$ cat config.mk
export PLATFORM = sky130hd
export DESIGN_NAME = flsq_fifo
export DESIGN_NICKNAME = d
export VERILOG_FILES = /design/src/design/flsq_pkg.sv /design/src/design/flsq_fifo.sv
export VERILOG_INCLUDE_DIRS = /design/src /design/src/design
export SDC_FILE = /design/constraint.sdc
export NUM_CORES = 1
export LEC_CHECK = 0
export BUFFER_PORTS_ARGS = -buffer_cell sky130_fd_sc_hd__clkbuf_2
export CAP_MARGIN = 15
export CORE_ASPECT_RATIO = 1.75
export CORE_MARGIN = 3
export CORE_UTILIZATION = 45
export CTS_CLUSTER_DIAMETER = 60
export DETAILED_ROUTE_END_ITERATION = 6
export HOLD_SLACK_MARGIN = 0.15
export MAX_ROUTING_LAYER = met4
export PLACE_DENSITY = 0.71
export SYNTH_ARGS = -nofsm -noshare
export SYNTH_HDL_FRONTEND = slang
export SYNTH_SLANG_ARGS = --single-unit
$ cat constraint.sdc
create_clock -name clk_i -period 5.6 [get_ports clk_i]
set_input_delay 0.84 -clock clk_i [delete_from_list [all_inputs] [get_ports clk_i]]
set_output_delay 0.84 -clock clk_i [all_outputs]
set_load 0.03 [all_outputs]
$ cat src/design/focal_length_from_svd_quadratic_unit_assert.svh
// ---------------------------------------------------------------------------
// Focal length unit assertion macros
// Shared concurrent assertion forms, clocked on clk_i and held off in reset.
// ---------------------------------------------------------------------------
`ifndef FOCAL_LENGTH_FROM_SVD_QUADRATIC_UNIT_ASSERT_SVH
`define FOCAL_LENGTH_FROM_SVD_QUADRATIC_UNIT_ASSERT_SVH

// Same-cycle implication.
`define FLSQ_ASSERT_IMPL(lbl, ante, cons, msg) \
  lbl: assert property (@(posedge clk_i) disable iff (!rst_ni) (ante) |-> (cons)) \
    else $error(msg);

// Next-cycle implication.
`define FLSQ_ASSERT_NEXT(lbl, ante, cons, msg) \
  lbl: assert property (@(posedge clk_i) disable iff (!rst_ni) (ante) |=> (cons)) \
    else $error(msg);

`endif

$ cat src/design/flsq_pkg.sv
// ---------------------------------------------------------------------------
// Focal length unit package
// Widths, codes, beat types and fixed-point helpers shared by all modules.
// ---------------------------------------------------------------------------
package flsq_pkg;

  localparam int unsigned InFracBits  = 30;
  localparam int unsigned OutFracBits = 12;
  localparam int unsigned ScaleLeft   = 2 * OutFracBits;
  localparam int unsigned ScaleRight  = InFracBits;

  localparam logic [15:0] PriorFocalReset = 16'd5000;
  localparam logic [31:0] OneQ = 32'd1 << InFracBits;

  localparam int unsigned CoefW    = 34;
  localparam int unsigned ProdW    = 2 * CoefW;
  localparam int unsigned DiscW    = ProdW + 2;
  localparam int unsigned QuotW    = 36;
  localparam int unsigned DivNumW  = 64;
  localparam int unsigned DivDenW  = QuotW;
  localparam int unsigned SqrtInW  = 64;
  localparam int unsigned SqrtOutW = 32;
  localparam int unsigned FifoDepth = 4;

  localparam logic [1:0] KindReal    = 2'd0;
  localparam logic [1:0] KindDouble  = 2'd1;
  localparam logic [1:0] KindComplex = 2'd2;

  localparam logic [1:0] ErrNone    = 2'd0;
  localparam logic [1:0] ErrNegRoot = 2'd1;
  localparam logic [1:0] ErrZeroDiv = 2'd2;

  typedef struct packed {
    logic [30:0]        sigma_first;
    logic [30:0]        sigma_second;
    logic signed [31:0] u_row3_col1;
    logic signed [31:0] u_row3_col2;
    logic signed [31:0] v_row3_col1;
    logic signed [31:0] v_row3_col2;
  } in_item_t;

  typedef struct packed {
    logic [31:0] focal_length;
    logic [1:0]  root_kind;
    logic [1:0]  error_code;
  } out_item_t;

  // Quadratic coefficients and discriminant handed from front to back.
  typedef struct packed {
    logic signed [CoefW-1:0] coef_a;
    logic signed [CoefW-1:0] coef_b;
    logic signed [CoefW-1:0] coef_c;
    logic [SqrtInW-1:0]      disc;
    logic [1:0]              root_kind;
  } coef_t;

  function automatic logic [31:0] clamp_u(input logic [30:0] x);
    logic [31:0] v;
    v = {1'b0, x};
    return (v > OneQ) ? OneQ : v;
  endfunction

  function automatic logic [31:0] clamp_s(input logic [31:0] x);
    logic [31:0] v;
    v = x[31] ? (~x + 32'd1) : x;
    return (v > OneQ) ? OneQ : v;
  endfunction

  // Fixed-point product, rounded to nearest with ties up.
  function automatic logic [31:0] mulr(input logic [31:0] x, input logic [31:0] y);
    logic [63:0] p;
    p = 64'(x) * 64'(y) + (64'd1 << (InFracBits - 1));
    return p[InFracBits +: 32];
  endfunction

endpackage

$ cat src/design/flsq_fifo.sv
// ---------------------------------------------------------------------------
// Coefficient queue
// Small register queue that decouples the front stages from the back stages.
// ---------------------------------------------------------------------------
`include "focal_length_from_svd_quadratic_unit_assert.svh"

module flsq_fifo #(
  parameter int unsigned Width = 32,
  parameter int unsigned Depth = flsq_pkg::FifoDepth
) (
  input  logic             clk_i,
  input  logic             rst_ni,
  input  logic             push_i,
  input  logic [Width-1:0] push_data_i,
  output logic             full_o,
  input  logic             pop_i,
  output logic [Width-1:0] pop_data_o,
  output logic             empty_o
);

  localparam int unsigned PtrW = $clog2(Depth);

  logic [Width-1:0] mem_q [Depth];
  logic [PtrW-1:0]  wr_ptr_q, rd_ptr_q;
  logic [PtrW:0]    count_q;

  assign full_o     = (count_q == (PtrW+1)'(Depth));
  assign empty_o    = (count_q == '0);
  assign pop_data_o = mem_q[rd_ptr_q];

  always_ff @(posedge clk_i or negedge rst_ni) begin
    if (!rst_ni) begin
      wr_ptr_q <= '0;
      rd_ptr_q <= '0;
      count_q  <= '0;
    end else begin
      if (push_i) begin
        wr_ptr_q <= wr_ptr_q + PtrW'(1);
      end
      if (pop_i) begin
        rd_ptr_q <= rd_ptr_q + PtrW'(1);
      end
      if (push_i && !pop_i) begin
        count_q <= count_q + (PtrW+1)'(1);
      end else if (pop_i && !push_i) begin
        count_q <= count_q - (PtrW+1)'(1);
      end
    end
  end

  always_ff @(posedge clk_i) begin
    if (push_i) begin
      mem_q[wr_ptr_q] <= push_data_i;
    end
  end

  `FLSQ_ASSERT_IMPL(a_no_push_full, push_i, !full_o, "queue written while full")
  `FLSQ_ASSERT_IMPL(a_no_pop_empty, pop_i, !empty_o, "queue read while empty")
  `FLSQ_ASSERT_NEXT(a_push_fills, push_i && !pop_i, !empty_o, "queue lost a beat")

endmodule

## Yosys cells after proc, flatten, opt, wreduce, memory -nomap -nowiden

Memories as Yosys holds them, arrays and structs flattened.
Index checks and enable logic that the tools add are counted.

| storage, ports and cells | value |
|---|---|
| bits in latches | 0 |
| bits in writable memories | 128 |
| logic and storage cells | 19 |
| memories kept | 1 |
| output and inout port bits | 34 |
| bits in registers | 7 |
| memory bits (read-only) | 0 |
| input port bits | 36 |

Memory list:

| memory | depth | bits a word | rd ports | clocked after memory_dff | wr ports | line | RTL |
|---|---|---|---|---|---|---|---|
| mem_q | 4 | 32 | 1 | 0 | 1 | flsq_fifo.sv:23 | `logic [Width-1:0] mem_q [Depth];` |

| operators by class | value |
|---|---|
| div/mod/pow operators | 0 |
| add/sub/neg operators | 4 |
| reductions and logical operators | 6 |
| multiply operators | 0 |
| muxes and demuxes | 4 |
| equality and inequality tests | 1 |
| bitwise logic cells | 0 |
| shifts and indexed selects | 0 |
| $lt $le $gt $ge | 0 |

Operators with widths:

| cell | count |
|---|---|
| 2-to-1 mux 3 bit | 2 |
| adder 2 x 1 -> 2 bit (second input constant) | 2 |
| adder 3 x 1 -> 3 bit (second input constant) | 1 |
| equality test 3 bit (second input constant) | 1 |
| logical NOT 3 bit | 1 |
| subtractor 3 x 1 -> 3 bit (second input constant) | 1 |
| logical AND 1 bit | 2 |
| logical NOT 1 bit | 2 |
| 2-to-1 mux 1 bit | 2 |
| nonzero test 2 bit | 1 |

## Logic depth before layout (Yosys ltp)

Gate-level depths: netlist of the first run.

| logic depth | value |
|---|---|
| depth in word-level cells | 4 |
| depth in mapped cells | 7 |
| depth with buffers taken out | 7 |

## Worst setup path after synthesis of the first run

Ideal clock, no wire load.

| timing path | value |
|---|---|
| kind | register -> output |
| from | register rd_ptr_q[0] |
| to | output pop_data_o[0] |
| slack | 3.546 ns |
| path buffers | 2 |
| cell stages (with the launch flop) | 4 |
| data required time | 4.760 ns |
| data arrival time | 1.214 ns |
| cell sequence | dfrtp_1 -> buf_6 -> buf_12 -> mux4_2 |

| between the ends | value |
|---|---|
| longest elaborated chain between the ends | 1 |

RTL lines:

| item | line | RTL |
|---|---|---|
| start, declared | flsq_fifo.sv:24 | `logic [PtrW-1:0] wr_ptr_q, rd_ptr_q;` |
| start signal, assigned | flsq_fifo.sv:41 | `rd_ptr_q <= rd_ptr_q + PtrW'(1);` |
| memory (4 x 32 bit) | -- |  |
| end, declared | flsq_fifo.sv:17 | `output logic [Width-1:0] pop_data_o,` |

No other way between the ends.

## Worst setup path after layout of the first run

| timing path | value |
|---|---|
| from | register rd_ptr_q[0] |
| to | output pop_data_o[31] |

The elaborated chain is that of the path after synthesis.

==> flow_summary_export.csv, run 1 <==
group,metric,value,unit
power_and_ir_drop,switchingPower,1.144,mW
cts,cts_root_buffer,"clkbuf_16",
global_routing,grt_pass1_vias,2543,
detailed_routing,vias,2257,
final_layout,stdcell_count,426,
global_routing,globalRouteMet2Util,24.34,%
final_layout,syn_to_final_growth,20.94,%
synth,ys_ff_latch,135,
run,drv_cap,0,
power_and_ir_drop,p_leak,2.177,nW
synth,synth-edff-count,128,
global_routing,antenna_found_initial,0,
global_routing,met3_usage,4.348,%
synth,synth.most_common_cell,"edfxtp_1",
timing,whs,0.2717,ns
placed_design,dp_cells,394,
global_routing,busiest_layer,"met2",
power_and_ir_drop,p_clk_share,31.5,%
floorplanning,dieArea,12600,sq um
floorplanning,io_pins,70,
cts,clkTransAtPathRegs,0.05,ns
worst_setup_path,worstSetupPathType,"flip-flop to output port",
power_and_ir_drop,p_total,3.609,mW
floorplanning,die_h,146.3,um
worst_setup_path,cp.required,4.76,ns
timing,slew_violations,0,
timing,timing.final.crit_period,3.111,ns
run_status,status,"completed",
detailed_routing,routed_wl,8359,um
cts,clkLatencyLatePin,0.41,ns
synth,syn-num-nets,244,
global_routing,grt_usage,15.17,%
synth,synth_top_area_cell,"edfxtp_1",
power_and_ir_drop,ir_drop,0.0003253,V
cts,cts_resized,0,
power_and_ir_drop,swShare,31.68,%
power_and_ir_drop,power_density,589.8,nW/um^2
cts,cts_max_level,4,
floorplanning,dieWidth,86.16,um
detailed_routing,antenna_left,0,
worst_setup_path,worstPathMaxFanout,22,
cts,cts.sink_count,135,
synth,yosys-top-cells-count,"edfxtp_1, mux4_2, dfrtp_1, ha_1",
global_routing,grt.overflow.total,0,
timing,setup_viol,0,
synth,synthCells,202,
synth,synth_top_cell_area_share,75.96,%
floorplanning,core_area,10820,sq um
global_routing,grt_use_met1,17.20,%
timing,fmax,0.3214,GHz
timing,tightest_slew,0.9041,ns
placed_design,hpwl,4907,um
global_routing,grt_first_pass_wirelength,13540,um
power_and_ir_drop,internal-power,2.466,mW
worst_setup_path,r2r-end,"mem_q[2][3]$_DFFE_PP_",
cts,cts_setup_buffers,0,
detailed_routing,dr.pass1.iters,4,
cts,cts_hold_buf,0,
cts,cts_buffer_depth,2,
worst_setup_path,worstPathArrival,2.27,ns
synth,syn-mean-instance-area,25.05,sq um
timing,tns,0,ns
worst_setup_path,r2r_setup_slack,3.81,ns
placed_design,globalplace.congestion,0.6584,
cts,cts_buffers,17,
worst_setup_path,rr_worst_depth,3,
worst_setup_path,startpoint_type,"flip-flop",
floorplanning,start_util,46.75,%
power_and_ir_drop,p_seq_share,40.5,%
detailed_routing,viasPerCell,5.298,
final_layout,antenna_cells,0,
synth,yosysSeqAreaShare,79.43,%
timing,rsz0062_at_grt,"no",
synth,synth-main-ff-cell,"edfxtp_1",
cts,cts_tree,"yes",
synth,async_flop_share,5.185,%
synth,synth_area_leaders,"edfxtp_1, mux4_2, dfrtp_1, mux4_1, ha_1",
timing,period_share,55.55,%
timing,slew_headroom,39.73,%
final_layout,finalNetCount,325,
floorplanning,fp-row-count,50,
placed_design,io_buffers,69,
synth,netlist_area,5060,sq um
timing,fin_skew,0.005392,ns
detailed_routing,drt_iter0_drc,173,
final_layout,fillers,800,
global_routing,grt_max_degree,34,
worst_setup_path,endpoint_kind,"output port",
power_and_ir_drop,comb_power_share,28.0,%
worst_setup_path,reg2reg_from,"wr_ptr_q[0]$_DFFE_PN0P_",
synth,synthDistinctLibCells,20,
worst_hold_path,hold_path_class,"primary input to async pin",
timing,hold_viol,0,
detailed_routing,wl_per_cell,19.62,um
detailed_routing,drt_drc_violations_left,0,
synth,yosys_warnings,0,
final_layout,drive_gt1_share,45.95,%
layer usage:
layer / vias up / routed length, um
met5: - / 0
met4: 0 / 184
met3: 15 / 393
met2: 67 / 4515
met1: 1165 / 3266
li1: 1010 / -
state kept, by name (all words and copies together) (netlist names):
register and flops:
count_q 3, wr_ptr_q 2, rd_ptr_q 2, mem_q 128
cell type report:
cell class / instances / area [sq um] / area share, %
Clock buffer: 22 / 484.2 / 7.912
Tap cell: 130 / 162.7 / 2.658
Inverter: 4 / 15.01 / 0.2453
Clock inverter: 10 / 142.6 / 2.331
Timing Repair Buffer: 70 / 352.8 / 5.766
Multi-Input combinational cell: 55 / 940.9 / 15.38
Sequential cell: 135 / 4021 / 65.71
power groups by stage:
stage	registers (mW)	clock network, mW	logic, mW
2_1_floorplan	1.39	0	0.884
3_3_place_gp	1.47	0	1.03
3_5_place_dp	1.49	0	1.04
4_1_cts	1.47	1.16	1.04
5_1_grt	1.49	1.20	1.08
6_report	1.46	1.14	1.01
stage by stage:
step	setup slack [ns]	area (sq um)	util (%)
6_report	2.489	6120	56.54
5_1_grt	2.284	6120	56.54
4_1_cts	2.386	6120	56.54
3_5_place_dp	2.822	5493	50.75
3_3_place_gp	2.827	5493	50.75
2_1_floorplan	3.546	5060	-
kinds of logic (layout without fill, tap and decap cells):
family	count (synthesis)	count (layout)	synth area share (%)
flops	135	135	79.43
mux	33	33	14.76
buf+inv	12	106	2.077
simple gates	9	9	0.9643
fa+ha+maj	6	6	1.632
xor+xnor	6	6	1.039
compound gates	1	1	0.09882
worst max path at each step:
| stage | cells after the start | endpoint | from |
|---|---|---|---|
| after detailed placement | 3 | pop_data_o[31] | rd_ptr_q[0]$_DFFE_PN0P_ |
| after global routing | 3 | pop_data_o[31] | rd_ptr_q[0]$_DFFE_PN0P_ |
| after global placement | 3 | pop_data_o[31] | rd_ptr_q[0]$_DFFE_PN0P_ |
| after CTS | 3 | pop_data_o[31] | rd_ptr_q[0]$_DFFE_PN0P_ |
| after floorplan | 3 | pop_data_o[0] | rd_ptr_q[0]$_DFFE_PN0P_ |
| final | 3 | pop_data_o[31] | rd_ptr_q[0]$_DFFE_PN0P_ |
cell usage in the layout, fill, tap and decap left out:
| cell type | n |
|---|---|
| clkinv_4 | 1 |
| nand2_1 | 2 |
| inv_6 | 1 |
| xnor2_1 | 2 |
| fa_1 | 1 |
| clkbuf_2 | 69 |
| mux2_2 | 1 |
| inv_1 | 4 |
| clkinv_2 | 1 |
| clkinvlp_4 | 4 |
| buf_4 | 1 |
| o21ai_0 | 1 |
| bufinv_16 | 3 |
| dfrtp_2 | 2 |
| clkbuf_8 | 4 |
| nor3_1 | 1 |
| mux4_2 | 28 |
| mux4_1 | 4 |
| clkbuf_16 | 17 |
| and2_2 | 4 |
| clkbuf_1 | 1 |
| edfxtp_1 | 128 |
| xor2_1 | 4 |
| nor2_1 | 1 |
| dfrtp_1 | 5 |
| ha_1 | 5 |
| nor3b_1 | 1 |
worst max-delay path: stages, from the launching register on:
cell	delay, ns
dfrtp_2	0.60
buf_4	0.46
mux4_1	0.60
clkbuf_2	0.20
No activity file was read; power rests on OpenSTA's default activity.
==> run 2, diff against run 1 <==
- clock period: 5.6 -> 3 ns (I/O delays scaled with it)
==> run 2 against run 1 <==
  * Sequential cell count unchanged
  * Final area down 0.51%
  * Via count down 0.66%
  * First-iteration DRC count down 25%
  * Non-clock buffer count up 1
  * Setup slack worse by 2.0 ns
  * Register-to-register slack worse by 2.6 ns
  * Combinational power up 89%
  * Largest cell class unchanged
==> flow_summary_export.csv, run 2 (synthesis results as in run 1) <==
group,metric,value,unit
final_layout,drive_gt1_share,43.77,%
worst_setup_path,crit_buf_inv,2,
final_layout,fillers,814,
timing,slew_headroom,39.15,%
worst_setup_path,critPathTopFamily,"flip-flops",
final_layout,final_area,6088,sq um
final_layout,largestRegisters,"mem_q x128, count_q x3",
timing,hold_viol,0,
detailed_routing,dr.pass1.iters,4,
worst_setup_path,worstPathArrival,2.11,ns
power_and_ir_drop,power_density,1089,nW/um^2
floorplanning,start_util,46.75,%
worst_setup_path,worstPathMaxFanout,23,
global_routing,grt.overflow.total,0,
power_and_ir_drop,p_total,6.627,mW
worst_setup_path,crit_path_max_incr_delay,0.64,ns
timing,whs,0.2673,ns
final_layout,finalNetCount,326,
detailed_routing,routed_wl,8438,um
power_and_ir_drop,p_leak,2.168,nW
detailed_routing,wl_per_cell,19.76,um
cts,cts.sink_count,135,
worst_hold_path,holdPathStages,1,
final_layout,utilization,56.25,%
timing,setup_viol,0,
placed_design,io_buffers,69,
power_and_ir_drop,p_seq_share,41.2,%
timing,slew_violations,0,
cts,cts_root_buffer,"clkbuf_16",
final_layout,regMostFlops,"mem_q",
worst_setup_path,r2r-end,"mem_q[0][4]$_DFFE_PP_",
floorplanning,core_area,10820,sq um
placed_design,hpwl,5249,um
cts,cts_buffer_depth,2,
worst_setup_path,endpoint_kind,"output port",
run,drv_cap,0,
cts,cts_resized,0,
detailed_routing,viasPerCell,5.251,
cts,clkLatencyLatePin,0.40,ns
final_layout,largest_register_ff_count,128,
floorplanning,dieArea,12600,sq um
cts,clkTransAtPathRegs,0.05,ns
worst_setup_path,startpoint_type,"flip-flop",
worst_setup_path,reg2reg_from,"wr_ptr_q[0]$_DFFE_PN0P_",
power_and_ir_drop,internal-power,4.525,mW
worst_setup_path,cp_slowest_cell,"dfrtp_2",
floorplanning,fp-row-count,50,
worst_setup_path,crit_chain,"buf_12 > mux4_1 > clkbuf_2",
cts,cts_tree,"yes",
global_routing,grt_usage,15.48,%
timing,tightest_slew,0.9128,ns
cts,cts_hold_buf,1,
cts,cts_buffers,17,
power_and_ir_drop,p_clk_share,29.9,%
worst_hold_path,holdPathEnd,"mem_q[0][3]$_DFFE_PP_",
global_routing,grt_first_pass_wirelength,13690,um
timing,rsz0062_at_grt,"no",
power_and_ir_drop,comb_power_share,28.9,%
worst_setup_path,rr_worst_depth,3,
floorplanning,dieWidth,86.16,um
global_routing,grt_pass1_vias,2565,
cts,cts_max_level,4,
timing,timing.final.crit_period,2.557,ns
timing,tns,0,ns
final_layout,antenna_cells,0,
detailed_routing,drt_drc_violations_left,0,
run_status,status,"completed",
worst_hold_path,min_from,"push_data_i[3]",
worst_setup_path,cp.required,2.55,ns
global_routing,antenna_found_initial,0,
timing,fmax,0.3911,GHz
final_layout,final_cell_mix,"edfxtp_1, clkbuf_2, mux4_2",
placed_design,globalplace.congestion,0.7333,
power_and_ir_drop,ir_drop,0.0005803,V
floorplanning,die_h,146.3,um
global_routing,grt_max_degree,34,
timing,period_share,85.24,%
worst_setup_path,worstSetupPathType,"flip-flop to output port",
detailed_routing,antenna_left,0,
power_and_ir_drop,switchingPower,2.103,mW
final_layout,syn_to_final_growth,20.33,%
placed_design,place_area,5505,sq um
detailed_routing,vias,2242,
floorplanning,io_pins,70,
power_and_ir_drop,swShare,31.73,%
timing,fin_skew,0.004979,ns
detailed_routing,drt_iter0_drc,129,
cts,cts_setup_buffers,0,
worst_hold_path,hold_path_class,"primary input to flip-flop",
worst_setup_path,r2r_setup_slack,1.18,ns
final_layout,layout_commonest_cell,"edfxtp_1",
## run 2: cell count changes in the layout (fill, tap and decap cells not counted), sizes merged
| cell | delta |
|---|---|
| dlygate4sd3 | +1 |
| clkinvlp | -3 |
| clkinv | +4 |
| inv | -1 |
## run 2: worst max-delay path by stage
stage / slack, ns / start / depth (start not counted) / endpoint
2_1_floorplan: 1.20 / wr_ptr_q[0]$_DFFE_PN0P_ / 3 / mem_q[2][0]$_DFFE_PP_
4_1_cts: 0.37 / rd_ptr_q[0]$_DFFE_PN0P_ / 3 / pop_data_o[18]
5_1_grt: 0.28 / rd_ptr_q[0]$_DFFE_PN0P_ / 3 / pop_data_o[18]
3_5_place_dp: 0.80 / rd_ptr_q[0]$_DFFE_PN0P_ / 3 / pop_data_o[18]
6_report: 0.44 / rd_ptr_q[0]$_DFFE_PN0P_ / 3 / pop_data_o[18]
3_3_place_gp: 0.83 / rd_ptr_q[0]$_DFFE_PN0P_ / 3 / pop_data_o[28]
## run 2: power groups by stage
stage / Combinational, mW / Sequential [mW] / Clock, mW
4_1_cts: 1.96 / 2.75 / 2.03
5_1_grt: 2.05 / 2.79 / 2.10
3_5_place_dp: 1.96 / 2.78 / 0
6_report: 1.91 / 2.73 / 1.98
3_3_place_gp: 1.93 / 2.75 / 0
2_1_floorplan: 1.65 / 2.59 / 0
## run 2: layout make-up
cell class              count  area [sq um]  share of cell area [%]
multi-input cells          55         940.9                   15.45
inverters                   4         15.01                  0.2466
clock buffers              22         444.2                   7.296
flip-flops and latches    135          4021                   66.05
repair buffers             71         375.4                   6.165
well taps                 130         162.7                   2.672
clock inverters            10         128.9                   2.117
## run 2: per-layer routing
metal	up-vias	global-route usage, %	share of wire, %
li1	1012	-	-
met1	1149	16.55	36
met2	69	26.20	57
met3	12	4.404	4.6
met4	0	6.894	1.7
met5	-	-	0
## run 2: metrics by stage
step | cells | worst slack, ns
2_1_floorplan | 202 | 1.203
3_3_place_gp | 394 | 0.8304
3_5_place_dp | 394 | 0.8022
4_1_cts | 427 | 0.3671
5_1_grt | 427 | 0.2829
6_report | 427 | 0.4428
